==> src/design/clfsw_fifo.sv <==
// ----------------------------------------------------------------------------
// clfsw_fifo
// Two-entry register queue with full and empty flags.
// ----------------------------------------------------------------------------
`default_nettype none

module clfsw_fifo #(
  parameter int WIDTH = 8
) (
  input  wire logic             clk,
  input  wire logic             rst,
  input  wire logic             wr_en,
  input  wire logic [WIDTH-1:0] wr_data,
  output logic                  full,
  input  wire logic             rd_en,
  output logic      [WIDTH-1:0] rd_data,
  output logic                  empty
);

  logic [WIDTH-1:0] slots [2];
  logic             wr_ptr;
  logic             rd_ptr;
  logic [1:0]       count;
  logic             do_wr;
  logic             do_rd;

  assign full    = (count == 2'd2);
  assign empty   = (count == 2'd0);
  assign do_wr   = wr_en && !full;
  assign do_rd   = rd_en && !empty;
  assign rd_data = slots[rd_ptr];

  always_ff @(posedge clk) begin
    if (rst) begin
      wr_ptr <= 1'b0;
      rd_ptr <= 1'b0;
      count  <= 2'd0;
    end else begin
      if (do_wr) begin
        wr_ptr <= !wr_ptr;
      end
      if (do_rd) begin
        rd_ptr <= !rd_ptr;
      end
      if (do_wr && !do_rd) begin
        count <= count + 2'd1;
      end else if (do_rd && !do_wr) begin
        count <= count - 2'd1;
      end
    end
  end

  always_ff @(posedge clk) begin
    if (do_wr) begin
      slots[wr_ptr] <= wr_data;
    end
  end

endmodule

`default_nettype wire

==> config.mk <==
export PLATFORM = sky130hd
export DESIGN_NAME = clfsw_fifo
export DESIGN_NICKNAME = d
export VERILOG_FILES = /design/src/design/clfsw_fifo.sv
export SDC_FILE = /design/constraint.sdc
export NUM_CORES = 1
export LEC_CHECK = 0
export BUFFER_PORTS_ARGS = -buffer_cell sky130_fd_sc_hd__buf_2
export CAP_MARGIN = 10
export CORE_UTILIZATION = 52
export CTS_CLUSTER_DIAMETER = 150
export DETAILED_ROUTE_END_ITERATION = 10
export GPL_ROUTABILITY_DRIVEN = 0
export MAX_ROUTING_LAYER = met4
export PLACE_DENSITY_LB_ADDON = 0.05
export SLEW_MARGIN = 20
export SYNTH_ARGS = -nofsm -noshare
export SYNTH_HDL_FRONTEND = slang
export SYNTH_SLANG_ARGS = --single-unit
==> constraint.sdc <==
create_clock -name clk -period 4.6 [get_ports clk]
set_input_delay 0.69 -clock clk [delete_from_list [all_inputs] [get_ports clk]]
set_output_delay 0.69 -clock clk [all_outputs]
set_load 0.02 [all_outputs]
==> results.toml, run 1 <==
[outcome]
status = "complete, no violations"

[detailed_routing]
viasPerCell = 5.20
first_iter_violations = 11
first_pass_iters = 4
drtAntennaViolNets = 0
finalWirelength_um = 1170
remaining_drc_errors = 0
vias = 463
routedWlPerCell_um = 13.2

[clocking]
cts_root_buffer = "clkbuf_4"
worstSkewPairLatency_ps = 290
cts_setup_buffers = 0
numCtsBuffers = 3
clk_pin_slew_worst_paths_ps = 110
h-tree-depth = 1
cts_num_sinks = 21
hold_buffers = 0
cts_tree = "built"
cts.path.max_buffers = 2
cts-resized-gates = 0

[setup_path]
path_class = "register to primary output"
slowest_delay_ps = 530
worst_setup_path_start_kind = "register"
cpMaxStageDelayCell = "dfxtp_1"
cp_max_fo = 8
cp-end-kind = "primary output"
critical-path-top-delay-family = "flip-flops"
cp.required_ps = 3910
crit_buf_inv = 1
worstPathCellList = "mux2_2 -> buf_2"
critPathArrivalTime_ps = 1360

[layout]
nets = 88
syn2layout_area_growth_pct = 18.5
final_layout_size_suffix_gt1_frac = 0.459
final_common_cell = "buf_2"
design_area_um2 = 940
antennaDiodeCount = 0
final_cell_mix = "21 x buf_2, 16 x edfxtp_1, 8 x mux2_2"

[pwr]
ir_worst_vdd_mv = 0.305
power.density_mw_per_mm2 = 560
p_total_uw = 526
p_leak_uw = 0.000381

[die]
fp.coreArea_mm2 = 0.00137
die_w_um = 41.1
initial_core_util = 0.581
placementRows = 13
pin_count = 22
die_area_mm2 = 0.00169
die_y_um = 41.1

[flow_run]
drv_cap = 0

[sta]
tightest_slew_ps = 389
hold_viol = 0
rsz0062_at_grt = "false"
fin_ws_ps = 2550
min_period_ps = 2050
setup_viol = 0
slew_viol_final = 0
fmax_mhz = 488
fin_setup_tns_ps = 0
period_share = 0.446
relSlewSlack = 0.741
fin_skew_ps = 4.70

[yosys]
seq_area_frac_synth = 0.732
synthMuxAreaShare = 0.114
synth-compound-area-share = 0.0315
postSynthAreaPerCell_um2 = 15.9
synth_cells = 50
synth_top_family_by_area = "multiplexers"
syn_area_um2 = 793
synth-xor-area-share = 0.0331
ys_warn_count = 0
ys_seq_elements = 21
synth_cell_types = 13
syn_nets = 63
synthSimpleGateAreaFrac = 0.0584
synthAdderAreaFrac = 0.0158

[global_route]
grt_max_degree = 13
overflow = 0
antenna_found_initial = 0
track_usage = 0.168
grt_pass1_vias = 396
grt_pass1_wl_um = 1730

[placed_design]
dp_hpwl_um = 842
portBuffers = 21
dpl-instance-area_um2 = 912
preCtsSetupSlack_ps = 2770

[min_path]
hold_path.class = "register to register"
-- stage by stage --
stage / instances / hold WS (ps) / util
after detailed placement: 85 / 492 / 0.668
after global routing: 89 / 567 / 0.688
final: 89 / 513 / 0.688
after floorplan: 50 / 452 / -
after global placement: 85 / 470 / 0.668
after CTS: 89 / 508 / 0.688
-- where the power goes --
part / total, uW / internal (uW) / switching, uW
logic: 174 / 74.7 / 99.5
registers: 268 / 242 / 25.9
clock network: 84.1 / 32.3 / 51.8
-- worst paths after layout --
check                              start    endpoint  slack [ps]  depth (start not counted)
worst max-delay path            register  rd_data[0]        2550                          2
worst min-delay path              wr_ptr      wr_ptr         510                          2
worst max register to register  count[1]    count[1]        3000                          5
worst min register to register    wr_ptr      wr_ptr         510                          2
-- state kept, by name, summed over array words and instances (netlist names), named ones only --
name,count
slots,16
count,2
rd_ptr,1
wr_ptr,1
-- layer usage --
metal | vias to the layer above | track usage | wire (um) | share of wire
met4 | 0 | 0.0500 | 0 | 0
met3 | 0 | 0.0326 | 50 | 0.043
met5 | - | - | 0 | 0
met1 | 219 | 0.217 | 557 | 0.48
li1 | 228 | - | - | -
met2 | 16 | 0.270 | 565 | 0.48
-- cell type report --
type                            instances  area, um2
Timing Repair Buffer                   21        105
Multi-Input combinational cell         26        200
Clock buffer                            3       22.5
Inverter                                2       7.51
Fill cell                             106        427
Tap cell                               15       18.8
Sequential cell                        21        581
Clock inverter                          1       5.00
-- synthesized netlist by cell type --
cell type	number	area (um2)
nor2b_2	1	8.76
ha_1	1	12.5
o21ai_0	3	15.0
inv_1	2	7.51
nor2_1	5	18.8
buf_2	1	5.00
a21oi_1	2	10.0
dfxtp_1	5	100
and2_1	1	6.26
xor2_1	3	26.3
or3_1	2	12.5
mux2_2	8	90.1
edfxtp_1	16	480
-- cell families after synthesis --
kind of cell    Yosys count
compound gates            5
flops                    21
mux                       8
buf+inv                   3
simple gates              9
fa+ha+maj                 1
xor+xnor                  3
-- worst reg2reg max path: stages (launching register included) --
cell and delay [ps]:
dfxtp_1 400, nor2b_2 210, nor2_1 70, ha_1 330
or3_1 380, a21oi_1 140
Note: power is estimated with default switching activity, not from simulation.
==> inputs of run 2 (changes only) <==
- CORE_UTILIZATION: 52 -> 48
- clock period: 4.6 -> 2.15 ns (I/O delays scaled with it)
==> run 2 against run 1 <==
  * Die area increased by 7.9%
  * Register-to-register slack got worse by 2400 ps
  * Design area unchanged
  * Core utilization decreased by 7.1 points
  * Sequential cell count unchanged
  * Setup slack got worse by 2100 ps
  * Worst hold slack got worse by 300 ps
  * Clock power increased by 110%
  * First-iteration DRC count decreased by 91%
  * Count of clock-buffer cells in the layout increased by 1
  * Clock skew increased by 2.1 ps
  * Combinational power increased by 110%
==> results.toml, run 2 (synthesis results as in run 1) <==
[outcome]
status = "complete, no violations"

[global_route]
overflow = 0
antenna_found_initial = 0
track_usage = 0.130
grt_max_degree = 12
grt_pass1_wl_um = 1720
grt_pass1_vias = 402

[clocking]
cts.path.max_buffers = 2
cts_num_sinks = 21
worstSkewPairLatency_ps = 280
cts_root_buffer = "clkbuf_4"
h-tree-depth = 1
cts_setup_buffers = 0
cts_tree = "built"
numCtsBuffers = 3
hold_buffers = 0
cts-resized-gates = 0
clk_pin_slew_worst_paths_ps = 110

[setup_path]
worst_setup_path_start_kind = "register"
reg2reg_depth = 4
critPathArrivalTime_ps = 1360
rr_endpoint = "count[1]"
path_class = "register to primary output"
r2r-start = "count[0]"
cp-end-kind = "primary output"
ff2ff_setup_slack_ps = 590
cp_max_fo = 8
cp.required_ps = 1830

[placed_design]
portBuffers = 21
dp_hpwl_um = 757
dpl-instance-area_um2 = 913
placed_cells = 86

[pwr]
p_total_uw = 1110
p_int_uw = 749
switching_share = 0.324
p_leak_uw = 0.000378
power_frac_clock = 0.157
p_seq_frac = 0.514
switchingPower_uw = 359
comb_power_share = 0.330
power.density_mw_per_mm2 = 1180
ir_worst_vdd_mv = 0.657

[layout]
largest_reg_flops = 16
design_area_um2 = 940
largest_register = "slots"
instances_no_fill = 90
final_common_cell = "buf_2"
final_cell_mix = "21 x buf_2, 16 x edfxtp_1, 8 x mux2_2"
reg_top3 = "slots (16), count (2)"
syn2layout_area_growth_pct = 18.5
antennaDiodeCount = 0
nets = 88
final_layout_size_suffix_gt1_frac = 0.446

[detailed_routing]
remaining_drc_errors = 0
drtAntennaViolNets = 0
vias = 437
finalWirelength_um = 1000
routedWlPerCell_um = 11.2
first_pass_iters = 2
first_iter_violations = 1
viasPerCell = 4.86

[sta]
relSlewSlack = 0.752
rsz0062_at_grt = "false"
min_period_ps = 1680
setup_viol = 0
hold_viol = 0
fin_skew_ps = 6.82
tightest_slew_ps = 373
slew_viol_final = 0
fin_hold_ws_ps = 218
fmax_mhz = 595
fin_setup_tns_ps = 0
period_share = 0.782

[flow_run]
drv_cap = 0

[min_path]
min_to = "slots[1][6]"
hold_path_startpoint = "wr_data[6]"
min_path_cells = 1
hold_path.class = "input pin to register"

[die]
initial_core_util = 0.521
die_y_um = 42.7
fp.coreArea_mm2 = 0.00152
die_area_mm2 = 0.00182
placementRows = 14
pin_count = 22
die_w_um = 42.7
[run 2: final cells by class]
type	instances	area [um2]
Fill cell	122	584
Tap cell	16	20.0
Multi-Input combinational cell	26	200
Clock buffer	4	26.3
Inverter	2	7.51
Timing Repair Buffer	21	105
Sequential cell	21	581
[run 2: worst max-delay path by stage]
stage	to	slack [ps]	startpoint
after floorplan	count[1]	540	count[1]
after global placement	count[1]	640	count[0]
after detailed placement	count[1]	600	count[0]
after CTS	rd_data[2]	440	register
after global routing	rd_data[2]	370	register
final	rd_data[4]	470	register
[run 2: worst max-delay path, cell delays in order (launching register included)]
cell     delay, ps
dfxtp_1        540
mux2_2         380
buf_2          160
[run 2: routing by layer]
metal	vias up	GRT usage	wire length, um
met5	-	-	0
met4	0	0	0
met3	0	0.0596	51
met2	13	0.200	471
met1	194	0.171	481
li1	230	-	-
[run 2: metrics by stage]
step           utilization  setup WS (ps)
4_1_cts              0.617            436
3_3_place_gp         0.599            638
3_5_place_dp         0.599            602
2_1_floorplan            -            544
5_1_grt              0.617            375
6_report             0.617            469
[run 2: power groups by stage]
stage | clock network, uW | logic (uW) | registers, uW
after floorplan | 0 | 293 | 552
after global placement | 0 | 368 | 579
after detailed placement | 0 | 368 | 581
after CTS | 183 | 372 | 571
after global routing | 203 | 403 | 581
final | 173 | 365 | 569
==> inputs of run 3 (changes only) <==
- clock period: 2.15 -> 1.7 ns (I/O delays scaled with it)
==> run 3 against run 2 <==
  * Die area unchanged
  * First-iteration DRC count unchanged
  * Non-clock buffer count unchanged
  * Sequential cell count unchanged
  * Design area up 0.13%
  * Largest cell class unchanged
==> results.toml, run 3 (synthesis results as in run 1) <==
[outcome]
status = "complete, no violations"

[setup_path]
worstPathCellList = "o21ai_0 -> ha_1 -> or3_1 -> a21oi_1"
crit_buf_inv = 0
critical-path-top-delay-family = "compound AO/OA/AOI/OAI gates"
cp_max_fo = 5
cpMaxStageDelayCell = "dfxtp_1"
cp.required_ps = 1920
reg2reg_depth = 4
cp-end-kind = "register"
worst_setup_path_start_kind = "register"
slowest_delay_ps = 380
critPathArrivalTime_ps = 1780
path_depth = 4
r2r-start = "count[0]"
path_class = "register to register"
crit_path_start = "count[0]"

[clocking]
h-tree-depth = 1
hold_buffers = 0
cts.path.max_buffers = 2
worstSkewPairLatency_ps = 280
cts_tree = "built"
cts_setup_buffers = 0
clk_pin_slew_worst_paths_ps = 110
cts_num_sinks = 21
cts-resized-gates = 0
numCtsBuffers = 3
cts_root_buffer = "clkbuf_4"

[die]
initial_core_util = 0.521
fp.coreArea_mm2 = 0.00152
die_area_mm2 = 0.00182
pin_count = 22
die_w_um = 42.7
placementRows = 14
die_y_um = 42.7

[sta]
hold_viol = 0
tightest_slew_ps = 373
rsz0062_at_grt = "false"
fin_setup_tns_ps = 0
slew_viol_final = 0
fmax_mhz = 640
fin_skew_ps = 6.82
relSlewSlack = 0.752
period_share = 0.919
setup_viol = 0
fin_ws_ps = 138
min_period_ps = 1560

[global_route]
overflow = 0
grt_pass1_vias = 402
track_usage = 0.130
grt_max_degree = 12
antenna_found_initial = 0
grt_pass1_wl_um = 1720

[min_path]
hold_path.class = "input pin to register"
min_path_cells = 1
hold_path_startpoint = "wr_data[6]"

[placed_design]
portBuffers = 21
dp_hpwl_um = 757
dpl-instance-area_um2 = 913
preCtsSetupSlack_ps = 152

[layout]
largest_register = "slots"
largest_reg_flops = 16
final_common_cell = "buf_2"
fillCellCount = 121
final_cell_mix = "21 x buf_2, 16 x edfxtp_1, 8 x mux2_2"
fin_util = 0.617
seq_area_um2 = 582
antennaDiodeCount = 0
design_area_um2 = 941
final_layout_size_suffix_gt1_frac = 0.459
multi_input_area_um2 = 200
syn2layout_area_growth_pct = 18.6
nets = 88
reg_top3 = "slots (16), count (2)"

[detailed_routing]
finalWirelength_um = 1000
first_iter_violations = 1
remaining_drc_errors = 0
drtAntennaViolNets = 0
first_pass_iters = 2
viasPerCell = 4.86
routedWlPerCell_um = 11.2
vias = 437

[pwr]
p_leak_uw = 0.000378
ir_worst_vdd_mv = 0.831
power.density_mw_per_mm2 = 1490
p_total_uw = 1400

[flow_run]
drv_cap = 0
## run 3: final cells by class
| cell class | count | share of cell area |
|---|---|---|
| well taps | 16 | 0.0213 |
| clock buffers | 4 | 0.0279 |
| inverters | 2 | 0.00798 |
| repair buffers | 21 | 0.112 |
| flip-flops and latches | 21 | 0.618 |
| multi-input cells | 26 | 0.213 |
## run 3: metal layers
metal  vias to the layer above  track usage  share of wire
li1                        230            -              -
met1                       194        0.171           0.48
met2                        13        0.200           0.47
met3                         0       0.0596          0.051
met4                         0            0              0
met5                         -            -              0
## run 3: power breakdown
part	leakage, uW	total [uW]	internal (uW)	switching [uW]
Clock	0.0000150	219	90.9	128
Sequential	0.000191	722	657	65.0
Combinational	0.000172	462	201	260
Total	0.000378	1400	949	454
## run 3: worst paths after layout
check | end | slack [ps]
worst min-delay path | slots[1][6] | 150
worst max-delay path | count[1] | 140
worst max register to register | count[1] | 140
worst min register to register | wr_ptr | 490
## run 3: worst reg2reg max path, delay by kind of cell (launching register included)
kind / cells / cell delay [ps]
and+or+nand+nor: 1 / 370
DFF: 1 / 380
AOI/OAI and AO/OA: 2 / 430
adders and majority gates: 1 / 320
## run 3: through the flow
stage	hold slack [ps]	cells
2_1_floorplan	324	50
3_3_place_gp	443	86
3_5_place_dp	448	86
4_1_cts	142	90
5_1_grt	127	90
6_report	150	90
