File: src/design/clfsw_pkg.sv
// ----------------------------------------------------------------------------
// clfsw_pkg
// Shared types and constants for the code list format selector writer.
// ----------------------------------------------------------------------------
`default_nettype none

package clfsw_pkg;

  localparam int OP_W   = 2;
  localparam int BYTE_W = 8;
  localparam int GID_W  = 16;
  localparam int LEN_W  = 11;

  localparam logic [OP_W-1:0] OP_CODE = 2'd0;
  localparam logic [OP_W-1:0] OP_SUPP = 2'd1;
  localparam logic [OP_W-1:0] OP_READ = 2'd2;

  localparam logic [BYTE_W-1:0] SUPP_FLAG = 8'h80;
  localparam logic [BYTE_W-1:0] FMT_MASK  = 8'h7f;
  localparam logic [BYTE_W-1:0] EXTRA_MAX = 8'd255;

  typedef struct packed {
    logic [OP_W-1:0]   op;
    logic [BYTE_W-1:0] code;
    logic [GID_W-1:0]  gid;
  } cmd_t;

  typedef struct packed {
    logic [BYTE_W-1:0] out_byte;
    logic              last_of_encoding;
    logic [LEN_W-1:0]  total_length;
  } res_t;

endpackage

`default_nettype wire

File: src/design/clfsw_fifo.sv
// ----------------------------------------------------------------------------
// clfsw_fifo
// Two-entry register queue with full and empty flags.
// ----------------------------------------------------------------------------
`default_nettype none

module clfsw_fifo #(
  parameter int WIDTH = 8
) (
  input  wire logic             clk,
  input  wire logic             rst,
  input  wire logic             wr_en,
  input  wire logic [WIDTH-1:0] wr_data,
  output logic                  full,
  input  wire logic             rd_en,
  output logic      [WIDTH-1:0] rd_data,
  output logic                  empty
);

  logic [WIDTH-1:0] slots [2];
  logic             wr_ptr;
  logic             rd_ptr;
  logic [1:0]       count;
  logic             do_wr;
  logic             do_rd;

  assign full    = (count == 2'd2);
  assign empty   = (count == 2'd0);
  assign do_wr   = wr_en && !full;
  assign do_rd   = rd_en && !empty;
  assign rd_data = slots[rd_ptr];

  always_ff @(posedge clk) begin
    if (rst) begin
      wr_ptr <= 1'b0;
      rd_ptr <= 1'b0;
      count  <= 2'd0;
    end else begin
      if (do_wr) begin
        wr_ptr <= !wr_ptr;
      end
      if (do_rd) begin
        rd_ptr <= !rd_ptr;
      end
      if (do_wr && !do_rd) begin
        count <= count + 2'd1;
      end else if (do_rd && !do_wr) begin
        count <= count - 2'd1;
      end
    end
  end

  always_ff @(posedge clk) begin
    if (do_wr) begin
      slots[wr_ptr] <= wr_data;
    end
  end

endmodule

`default_nettype wire

File: src/design/clfsw_front.sv
// ----------------------------------------------------------------------------
// clfsw_front
// Accepts requests, discards unused operation codes, and queues the rest.
// ----------------------------------------------------------------------------
`default_nettype none

module clfsw_front (
  input  wire logic                     clk,
  input  wire logic                     rst,
  input  wire logic                     push,
  output logic                          full,
  input  wire logic [clfsw_pkg::OP_W-1:0]   operation,
  input  wire logic [clfsw_pkg::BYTE_W-1:0] code_value,
  input  wire logic [clfsw_pkg::GID_W-1:0]  glyph_id,
  output logic                          cmd_valid,
  input  wire logic                     cmd_pop,
  output clfsw_pkg::cmd_t               cmd
);
  import clfsw_pkg::*;

  logic q_full;
  logic q_empty;
  logic keep;
  cmd_t in_cmd;

  always_comb begin
    unique case (operation) inside
      OP_CODE, OP_SUPP, OP_READ: keep = 1'b1;
      default:                   keep = 1'b0;
    endcase
  end

  assign in_cmd.op   = operation;
  assign in_cmd.code = code_value;
  assign in_cmd.gid  = glyph_id;

  assign full      = q_full;
  assign cmd_valid = !q_empty;

  // A request with an unused operation code is taken but never queued.
  clfsw_fifo #(
    .WIDTH($bits(cmd_t))
  ) u_cmd_q (
    .clk     (clk),
    .rst     (rst),
    .wr_en   (push && keep),
    .wr_data (in_cmd),
    .full    (q_full),
    .rd_en   (cmd_pop),
    .rd_data (cmd),
    .empty   (q_empty)
  );

endmodule

`default_nettype wire

File: config.mk
export PLATFORM = sky130hd
export DESIGN_NAME = clfsw_front
export DESIGN_NICKNAME = d
export VERILOG_FILES = /design/src/design/clfsw_pkg.sv /design/src/design/clfsw_fifo.sv /design/src/design/clfsw_front.sv
export SDC_FILE = /design/constraint.sdc
export NUM_CORES = 1
export LEC_CHECK = 0
export BUFFER_PORTS_ARGS = -buffer_cell sky130_fd_sc_hd__buf_2
export CAP_MARGIN = 5
export CORE_MARGIN = 4
export CORE_UTILIZATION = 40
export DETAILED_ROUTE_END_ITERATION = 7
export PLACE_DENSITY = 0.76
export RECOVER_POWER = 50
export SETUP_SLACK_MARGIN = 0.15
export SLEW_MARGIN = 5
export SYNTH_ARGS = -nofsm -noshare
export SYNTH_HDL_FRONTEND = slang
export SYNTH_SLANG_ARGS = --single-unit
File: constraint.sdc
create_clock -name clk -period 7.8 [get_ports clk]
set_clock_uncertainty 0.15 [all_clocks]
set_input_delay 0.78 -clock clk [delete_from_list [all_inputs] [get_ports clk]]
set_output_delay 0.78 -clock clk [all_outputs]
set_load 0.005 [all_outputs]
==> results of run 1 <==
[worst min-delay path by stage]
stage | startpoint | endpoint | slack, ns
floorplan | u_cmd_q.count[1]$_SDFFE_PP0P_ | u_cmd_q.count[1]$_SDFFE_PP0P_ | 0.32
global placement | u_cmd_q.rd_ptr$_SDFFE_PP0P_ | u_cmd_q.rd_ptr$_SDFFE_PP0P_ | 0.34
detailed placement | u_cmd_q.rd_ptr$_SDFFE_PP0P_ | u_cmd_q.rd_ptr$_SDFFE_PP0P_ | 0.34
CTS | u_cmd_q.rd_ptr$_SDFFE_PP0P_ | u_cmd_q.rd_ptr$_SDFFE_PP0P_ | 0.37
global route | u_cmd_q.rd_ptr$_SDFFE_PP0P_ | u_cmd_q.rd_ptr$_SDFFE_PP0P_ | 0.38
finish | u_cmd_q.rd_ptr$_SDFFE_PP0P_ | u_cmd_q.rd_ptr$_SDFFE_PP0P_ | 0.36
[routing by layer]
layer  vias to the layer above  routed length, µm  part of all wire, %  track usage, %
met5                         -                  0                    0               0
met4                         0                 71                  2.0            7.60
met3                         8                263                  7.5            4.15
met2                        44               1600                   46            18.5
met1                       517               1570                   45            14.3
li1                        538                  -                    -               -
[state kept, by name, summed over array words and instances, names as in the netlist, named ones only]
| register | count |
|---|---|
| u_cmd_q.wr_ptr | 1 |
| u_cmd_q.rd_ptr | 1 |
| u_cmd_q.count | 2 |
| u_cmd_q.slots | 52 |
[logic make-up (layout without fill, tap and decap cells)]
group	count (synthesis)	after routing	share of synthesized area, %
DFF	57	57	78.6
and+or+nand+nor	10	10	2.61
AOI/OAI and AO/OA	4	4	1.66
xor gates and xnor gates	3	3	1.24
adders and majority gates	1	1	0.592
muxes	27	27	14.4
buffers and inverters	4	76	0.888
[worst max-delay path, cell delays in order, from the launching register on]
cell                      delay, ns
sky130_fd_sc_hd__dfxtp_1       1.11
sky130_fd_sc_hd__mux2_2        0.44
sky130_fd_sc_hd__buf_2         0.13
[metrics by stage]
| step | util (%) | setup WS, ns | hold WS (ns) | cells | power, mW |
|---|---|---|---|---|---|
| 6_report | 51.5 | 4.86 | 0.359 | 248 | 0.829 |
| 5_1_grt | 51.5 | 4.72 | 0.378 | 248 | 0.879 |
| 4_1_cts | 52.2 | 4.78 | 0.368 | 248 | 0.849 |
| 3_5_place_dp | 48.7 | 5.15 | 0.344 | 232 | 0.607 |
| 3_3_place_gp | 48.7 | 5.15 | 0.337 | 232 | 0.605 |
| 2_1_floorplan | - | 4.93 | 0.315 | 106 | 0.528 |
[cell usage after synthesis, types with 2 or more instances]
cell	n	area, µm²
sky130_fd_sc_hd__edfxtp_1	52	1560
sky130_fd_sc_hd__mux2_2	26	293
sky130_fd_sc_hd__dfxtp_1	5	100
sky130_fd_sc_hd__nor2_1	4	15.0
sky130_fd_sc_hd__buf_2	3	15.0
sky130_fd_sc_hd__xor2_1	3	26.3
sky130_fd_sc_hd__nor2b_1	2	12.5
sky130_fd_sc_hd__o21ai_0	2	10.0
[power groups by stage]
stage / Combinational (mW) / Sequential, mW / Clock (mW)
2_1_floorplan: 0.128 / 0.400 / 0
3_3_place_gp: 0.183 / 0.422 / 0
5_1_grt: 0.197 / 0.422 / 0.260
3_5_place_dp: 0.184 / 0.423 / 0
6_report: 0.176 / 0.415 / 0.237
4_1_cts: 0.185 / 0.417 / 0.246
[cells in the final DEF, fill, tap and decap left out, drive strengths merged]
cell / Yosys / routed
edfxtp: 52 / 52
or3: 1 / 1
clkinv: 0 / 2
mux2: 27 / 27
dfxtp: 5 / 5
clkinvlp: 0 / 1
nor2b: 3 / 3
and2: 1 / 1
buf: 3 / 45
clkbuf: 0 / 27
a21oi: 1 / 1
xor2: 3 / 3
o21ai: 2 / 2
or2: 1 / 1
nor2: 4 / 4
a211oi: 1 / 1
inv: 1 / 1
ha: 1 / 1
[final cells by class]
type / count / area [µm²]
clock buffer: 13 / 159
clock inverter: 3 / 17.5
fill: 456 / 2470
inverter: 1 / 3.75
multi-input combinational: 45 / 420
sequential: 57 / 1660
tap: 70 / 87.6
timing repair buffer: 59 / 283
==> impl_results.rst, run 1 <==
.. list-table::
   :header-rows: 1

   * - Metric
     - Value
   * - Outcome
     - completed
   * - R2R Path Start
     - u_cmd_q.count[1]$_SDFFE_PP0P_
   * - Logic depth of the worst register-to-register path
     - 4
   * - Overall fraction of global-route tracks in use
     - 12.0%
   * - Net switching power figure
     - 212 µW
   * - Fin. Hold Viols
     - 0
   * - Vias per std cell
     - 4.46
   * - Antenna-violating nets left
     - 0
   * - TritonCTS clock tree
     - built
   * - Die footprint
     - 6510 µm²
   * - Number of synthesized register bits
     - 57
   * - Buffer type at the clock tree root
     - sky130_fd_sc_hd__clkbuf_8
   * - DR DRC count
     - 0
   * - Leak
     - 0.966 nW
   * - Setup crit end
     - cmd[3]
   * - Initial Util
     - 41.4%
   * - Vias after detailed routing
     - 1,107
   * - Net count of the mapped netlist
     - 137
   * - Count of different cell masters after synthesis
     - 17
   * - Floorplan die height
     - 80.7 µm
   * - Count of input and output buffers
     - 57
   * - Logic gate share of total power
     - 21.3%
   * - Final standard cell area without fillers
     - 2630 µm²
   * - Setup crit end kind
     - output port
   * - Most instantiated flip-flop cell in the synthesis netlist
     - sky130_fd_sc_hd__edfxtp_1
   * - Final RePlAce weighted congestion
     - 0.649
   * - Post-DR wirelength/cell
     - 14.1 µm
   * - Share of synthesized registers carrying an async set or reset
     - 0%
   * - Detailed Routing Iterations Pass 1
     - 2
   * - Row Count
     - 26
   * - Worst-case headroom to the max-slew limit
     - 20.5%
   * - Number of warning messages in the yosys log
     - 0
   * - Critical Path Fanout Max
     - 26
   * - Portion of total power attributed to sequential cells
     - 50.1%
   * - Switching share of power
     - 25.6%
   * - Crit path DAT
     - 2.01 ns
   * - Transition at the pin with the smallest max-transition slack
     - 1.19 ns
   * - I/O pin cnt
     - 58
   * - Final-report max-slew violation count
     - 0
   * - Total half-perimeter wirelength after legalization and detailed placement
     - 2340 µm
   * - Setup repair after global routing missed its margin
     - no
   * - Maximum clock frequency
     - 340 MHz
   * - Core Box Area
     - 5110 µm²
   * - Maximum number of pins on one net before global-route repair
     - 27
   * - Hold-fix buffers, CTS
     - 0
   * - Wire length reported by the detailed router
     - 3500 µm
   * - Post-synthesis cell area
     - 2110 µm²
   * - Number of flops mapped to enable cells by yosys
     - 52
   * - Global-route wire length before repair
     - 5510 µm
   * - Reg-to-reg critical path endpoint
     - u_cmd_q.slots[0][5]$_DFFE_PP_
   * - Part of the total power dissipated in the clock network
     - 28.6%
   * - H-tree Lvls
     - 3
   * - Tmin final
     - 2.94 ns
   * - Internal Pwr Total
     - 616 µW
   * - Max VDD drop
     - 195 µV
   * - Antenna cells
     - 0
   * - Total gr overflow
     - 0
   * - Share of the cycle needed by the critical path after routing
     - 37.8%
   * - Post-cts resize count
     - 0
   * - Setup TNS Final
     - 0 ns
   * - Number of global-route vias before repair
     - 1,174
   * - Worst hold path stage count
     - 2
   * - Number of antenna violations at the first check in global routing
     - 0
   * - Area Growth Syn to Fin
     - 24.6%
   * - Share of layout cells above drive strength 1
     - 48.9%
   * - Cts bufs inserted
     - 9
   * - Critical path startpoint category
     - register
   * - Buffer levels on the longest clock path
     - 2
   * - Sequential cell area fraction in the yosys report
     - 78.6%
   * - Number of nets in the layout
     - 204
   * - Number of buffers added for setup after CTS
     - 0
   * - Average instance area after synthesis
     - 19.9 µm²
   * - DP Area
     - 2490 µm²
   * - Instance count of the mapped netlist
     - 106
   * - PwrDens
     - 315 nW/µm²
   * - Worst reg2reg setup slack
     - 5.35 ns
   * - Number of clock sinks seen by CTS
     - 57
   * - Classification of the worst-slack hold path
     - reg -> reg
   * - Crit path required time
     - 6.87 ns
   * - Die width
     - 80.7 µm
   * - First DRT Iteration DRCs
     - 29
   * - Clock-pin transition on the worst setup and hold timing paths
     - 0.06 ns
   * - Path type of the worst setup path
     - reg -> out
   * - Maximum capacitance violations
     - 0
   * - Clk Latency, worst-skew pair
     - 0.32 ns
   * - Finish-stage setup viols
     - 0
No activity file was read; power rests on OpenSTA's default activity.
==> run 2, diff against run 1 <==
PLACE_DENSITY = 0.78   (was 0.76)
clock period = 2.45 ns   (was 7.8 ns; I/O delays follow)
==> impl_results.rst, run 2 (synthesis results as in run 1) <==
.. list-table::
   :header-rows: 1

   * - Metric
     - Value
   * - Floorplan die height
     - 80.7 µm
   * - Maximum number of pins on one net before global-route repair
     - 27
   * - Share of the cycle needed by the critical path after routing
     - 81.6%
   * - H-tree Lvls
     - 3
   * - Path type of the worst setup path
     - reg -> reg
   * - Family with the most delay on the worst path
     - compound AO/OA/AOI/OAI gates
   * - Post-DR wirelength/cell
     - 13.6 µm
   * - Cts bufs inserted
     - 9
   * - Post-place setup slack
     - 0.668 ns
   * - Part of the total power dissipated in the clock network
     - 28.7%
   * - Finish-stage setup viols
     - 0
   * - Transition at the pin with the smallest max-transition slack
     - 0.511 ns
   * - Detailed Routing Iterations Pass 1
     - 4
   * - Switching share of power
     - 25.2%
   * - Number of clock sinks seen by CTS
     - 57
   * - Flip-flop count of the largest register after layout
     - 52
   * - Fin. Hold Viols
     - 0
   * - Total gr overflow
     - 0
   * - Internal Pwr Total
     - 2.04 mW
   * - Critical path's slowest cell
     - sky130_fd_sc_hd__a211oi_1
   * - Maximum capacitance violations
     - 0
   * - Worst reg2reg setup slack
     - 0.45 ns
   * - DR DRC count
     - 0
   * - Number of buffers and inverters on the critical path
     - 0
   * - Final-report max-slew violation count
     - 0
   * - Antenna cells
     - 0
   * - Clk Latency, worst-skew pair
     - 0.32 ns
   * - Vias after detailed routing
     - 1,254
   * - Die width
     - 80.7 µm
   * - Wire length reported by the detailed router
     - 3770 µm
   * - Critical path startpoint category
     - register
   * - Crit path DAT
     - 2.10 ns
   * - Setup crit end kind
     - register
   * - Die footprint
     - 6510 µm²
   * - Final critical-path setup slack
     - 0.452 ns
   * - First DRT Iteration DRCs
     - 51
   * - Number of nets in the layout
     - 232
   * - PwrDens
     - 941 nW/µm²
   * - Hold Path Sink
     - u_cmd_q.slots[0][24]$_DFFE_PP_
   * - Buffer levels on the longest clock path
     - 2
   * - Tmin final
     - 2.00 ns
   * - Classification of the worst-slack hold path
     - in -> reg
   * - Buffer type at the clock tree root
     - sky130_fd_sc_hd__clkbuf_8
   * - Net switching power figure
     - 686 µW
   * - Initial Util
     - 41.4%
   * - Core Box Area
     - 5110 µm²
   * - Count of input and output buffers
     - 57
   * - Number of antenna violations at the first check in global routing
     - 0
   * - Register with the highest flop count
     - u_cmd_q.slots
   * - Post-cts resize count
     - 0
   * - Setup TNS Final
     - 0 ns
   * - Portion of total power attributed to sequential cells
     - 46.4%
   * - TritonCTS clock tree
     - built
   * - Number of buffers added for setup after CTS
     - 0
   * - Worst-case headroom to the max-slew limit
     - 65.7%
   * - Setup repair after global routing missed its margin
     - no
   * - Critical Path Fanout Max
     - 5
   * - Number of global-route vias before repair
     - 1,263
   * - Total half-perimeter wirelength after legalization and detailed placement
     - 2420 µm
   * - Area Growth Syn to Fin
     - 36.9%
   * - Worst hold path stage count
     - 1
   * - Vias per std cell
     - 4.54
   * - Max VDD drop
     - 625 µV
   * - Overall fraction of global-route tracks in use
     - 12.3%
   * - Largest incremental delay on the critical path
     - 0.42 ns
   * - Leak
     - 1.07 nW
   * - Row Count
     - 26
   * - Logic depth of the worst register-to-register path
     - 5
   * - I/O pin cnt
     - 58
   * - Final RePlAce weighted congestion
     - 0.701
   * - Clock-pin transition on the worst setup and hold timing paths
     - 0.06 ns
   * - Fillers
     - 401
   * - Outcome
     - completed
   * - Cells along the critical path
     - nor2b_1, a211oi_1, ha_1, or3_1, a21oi_1
   * - Crit path required time
     - 2.55 ns
   * - Most common cell after layout, fill and taps aside
     - sky130_fd_sc_hd__edfxtp_1
   * - Biggest regs
     - u_cmd_q.slots (52), u_cmd_q.count (2)
   * - Share of layout cells above drive strength 1
     - 38.8%
   * - R2R Path Start
     - u_cmd_q.count[0]$_SDFFE_PP0P_
   * - Startpoint of the tightest hold check path
     - operation[0]
   * - Antenna-violating nets left
     - 0
   * - Hold-fix buffers, CTS
     - 25
   * - Reg-to-reg critical path endpoint
     - u_cmd_q.count[1]$_SDFFE_PP0P_
   * - Maximum clock frequency
     - 500 MHz
   * - Logic gate share of total power
     - 24.9%
   * - Global-route wire length before repair
     - 5720 µm
   * - Most frequent cells in the layout
     - 52 x sky130_fd_sc_hd__edfxtp_1, 37 x sky130_fd_sc_hd__buf_2, 26 x sky130_fd_sc_hd__mux2_2, 25 x sky130_fd_sc_hd__dlygate4sd3_1, 22 x sky130_fd_sc_hd__clkbuf_1
[run 2: metal layers]
metal	routed length, µm	GRT usage [%]	vias to the layer above	part of all wire (%)
li1	-	-	596	-
met5	0	0	-	0
met2	1890	20.0	57	50
met4	61	7.09	0	1.6
met3	330	3.81	10	8.8
met1	1480	14.2	591	39
[run 2: area by class of cell]
| cell class | count | area (µm²) | share of cell area [%] |
|---|---|---|---|
| Sequential cell | 57 | 1660 | 57.4 |
| Inverter | 1 | 3.75 | 0.130 |
| Timing Repair Buffer | 87 | 546 | 18.8 |
| Tap cell | 70 | 87.6 | 3.03 |
| Clock inverter | 5 | 46.3 | 1.60 |
| Multi-Input combinational cell | 45 | 418 | 14.4 |
| Clock buffer | 11 | 131 | 4.54 |
[run 2: worst register-to-register path: stages (launching register included)]
cell and delay, ns:
sky130_fd_sc_hd__dfxtp_1 0.41, sky130_fd_sc_hd__nor2b_1 0.08, sky130_fd_sc_hd__a211oi_1 0.42, sky130_fd_sc_hd__ha_1 0.37, sky130_fd_sc_hd__or3_1 0.36, sky130_fd_sc_hd__a21oi_1 0.14
[run 2: how the worst max path moves through the flow]
stage / to / cells past startpoint / start / slack (ns)
after floorplan: u_cmd_q.slots[0][0]$_DFFE_PP_ / 3 / u_cmd_q.count[1]$_SDFFE_PP0P_ / 0.45
after global placement: u_cmd_q.count[1]$_SDFFE_PP0P_ / 5 / u_cmd_q.count[1]$_SDFFE_PP0P_ / 0.76
after detailed placement: u_cmd_q.count[1]$_SDFFE_PP0P_ / 5 / u_cmd_q.count[0]$_SDFFE_PP0P_ / 0.67
after CTS: cmd[19] / 3 / register / 0.61
after global routing: u_cmd_q.slots[0][1]$_DFFE_PP_ / 4 / u_cmd_q.count[0]$_SDFFE_PP0P_ / 0.31
final: u_cmd_q.count[1]$_SDFFE_PP0P_ / 5 / u_cmd_q.count[0]$_SDFFE_PP0P_ / 0.45
[run 2: power by group through the flow]
stage	Sequential [mW]	Clock [mW]	Combinational [mW]
2_1_floorplan	1.27	0	0.408
3_3_place_gp	1.28	0	0.667
3_5_place_dp	1.29	0	0.675
4_1_cts	1.27	0.806	0.711
5_1_grt	1.28	0.843	0.750
6_report	1.26	0.783	0.677
[run 2: through the flow]
step                      cell area [µm²]  total power, mW  cells  hold slack, ns  util, %
after floorplan                      2120             1.68    106           0.164        -
after global routing                 2890             2.87    276          0.0506     56.7
after CTS                            2940             2.78    276         0.00295     57.5
final                                2890             2.72    276          0.0259     56.7
after detailed placement             2510             1.96    235           0.289     49.2
after global placement               2510             1.94    235           0.284     49.2
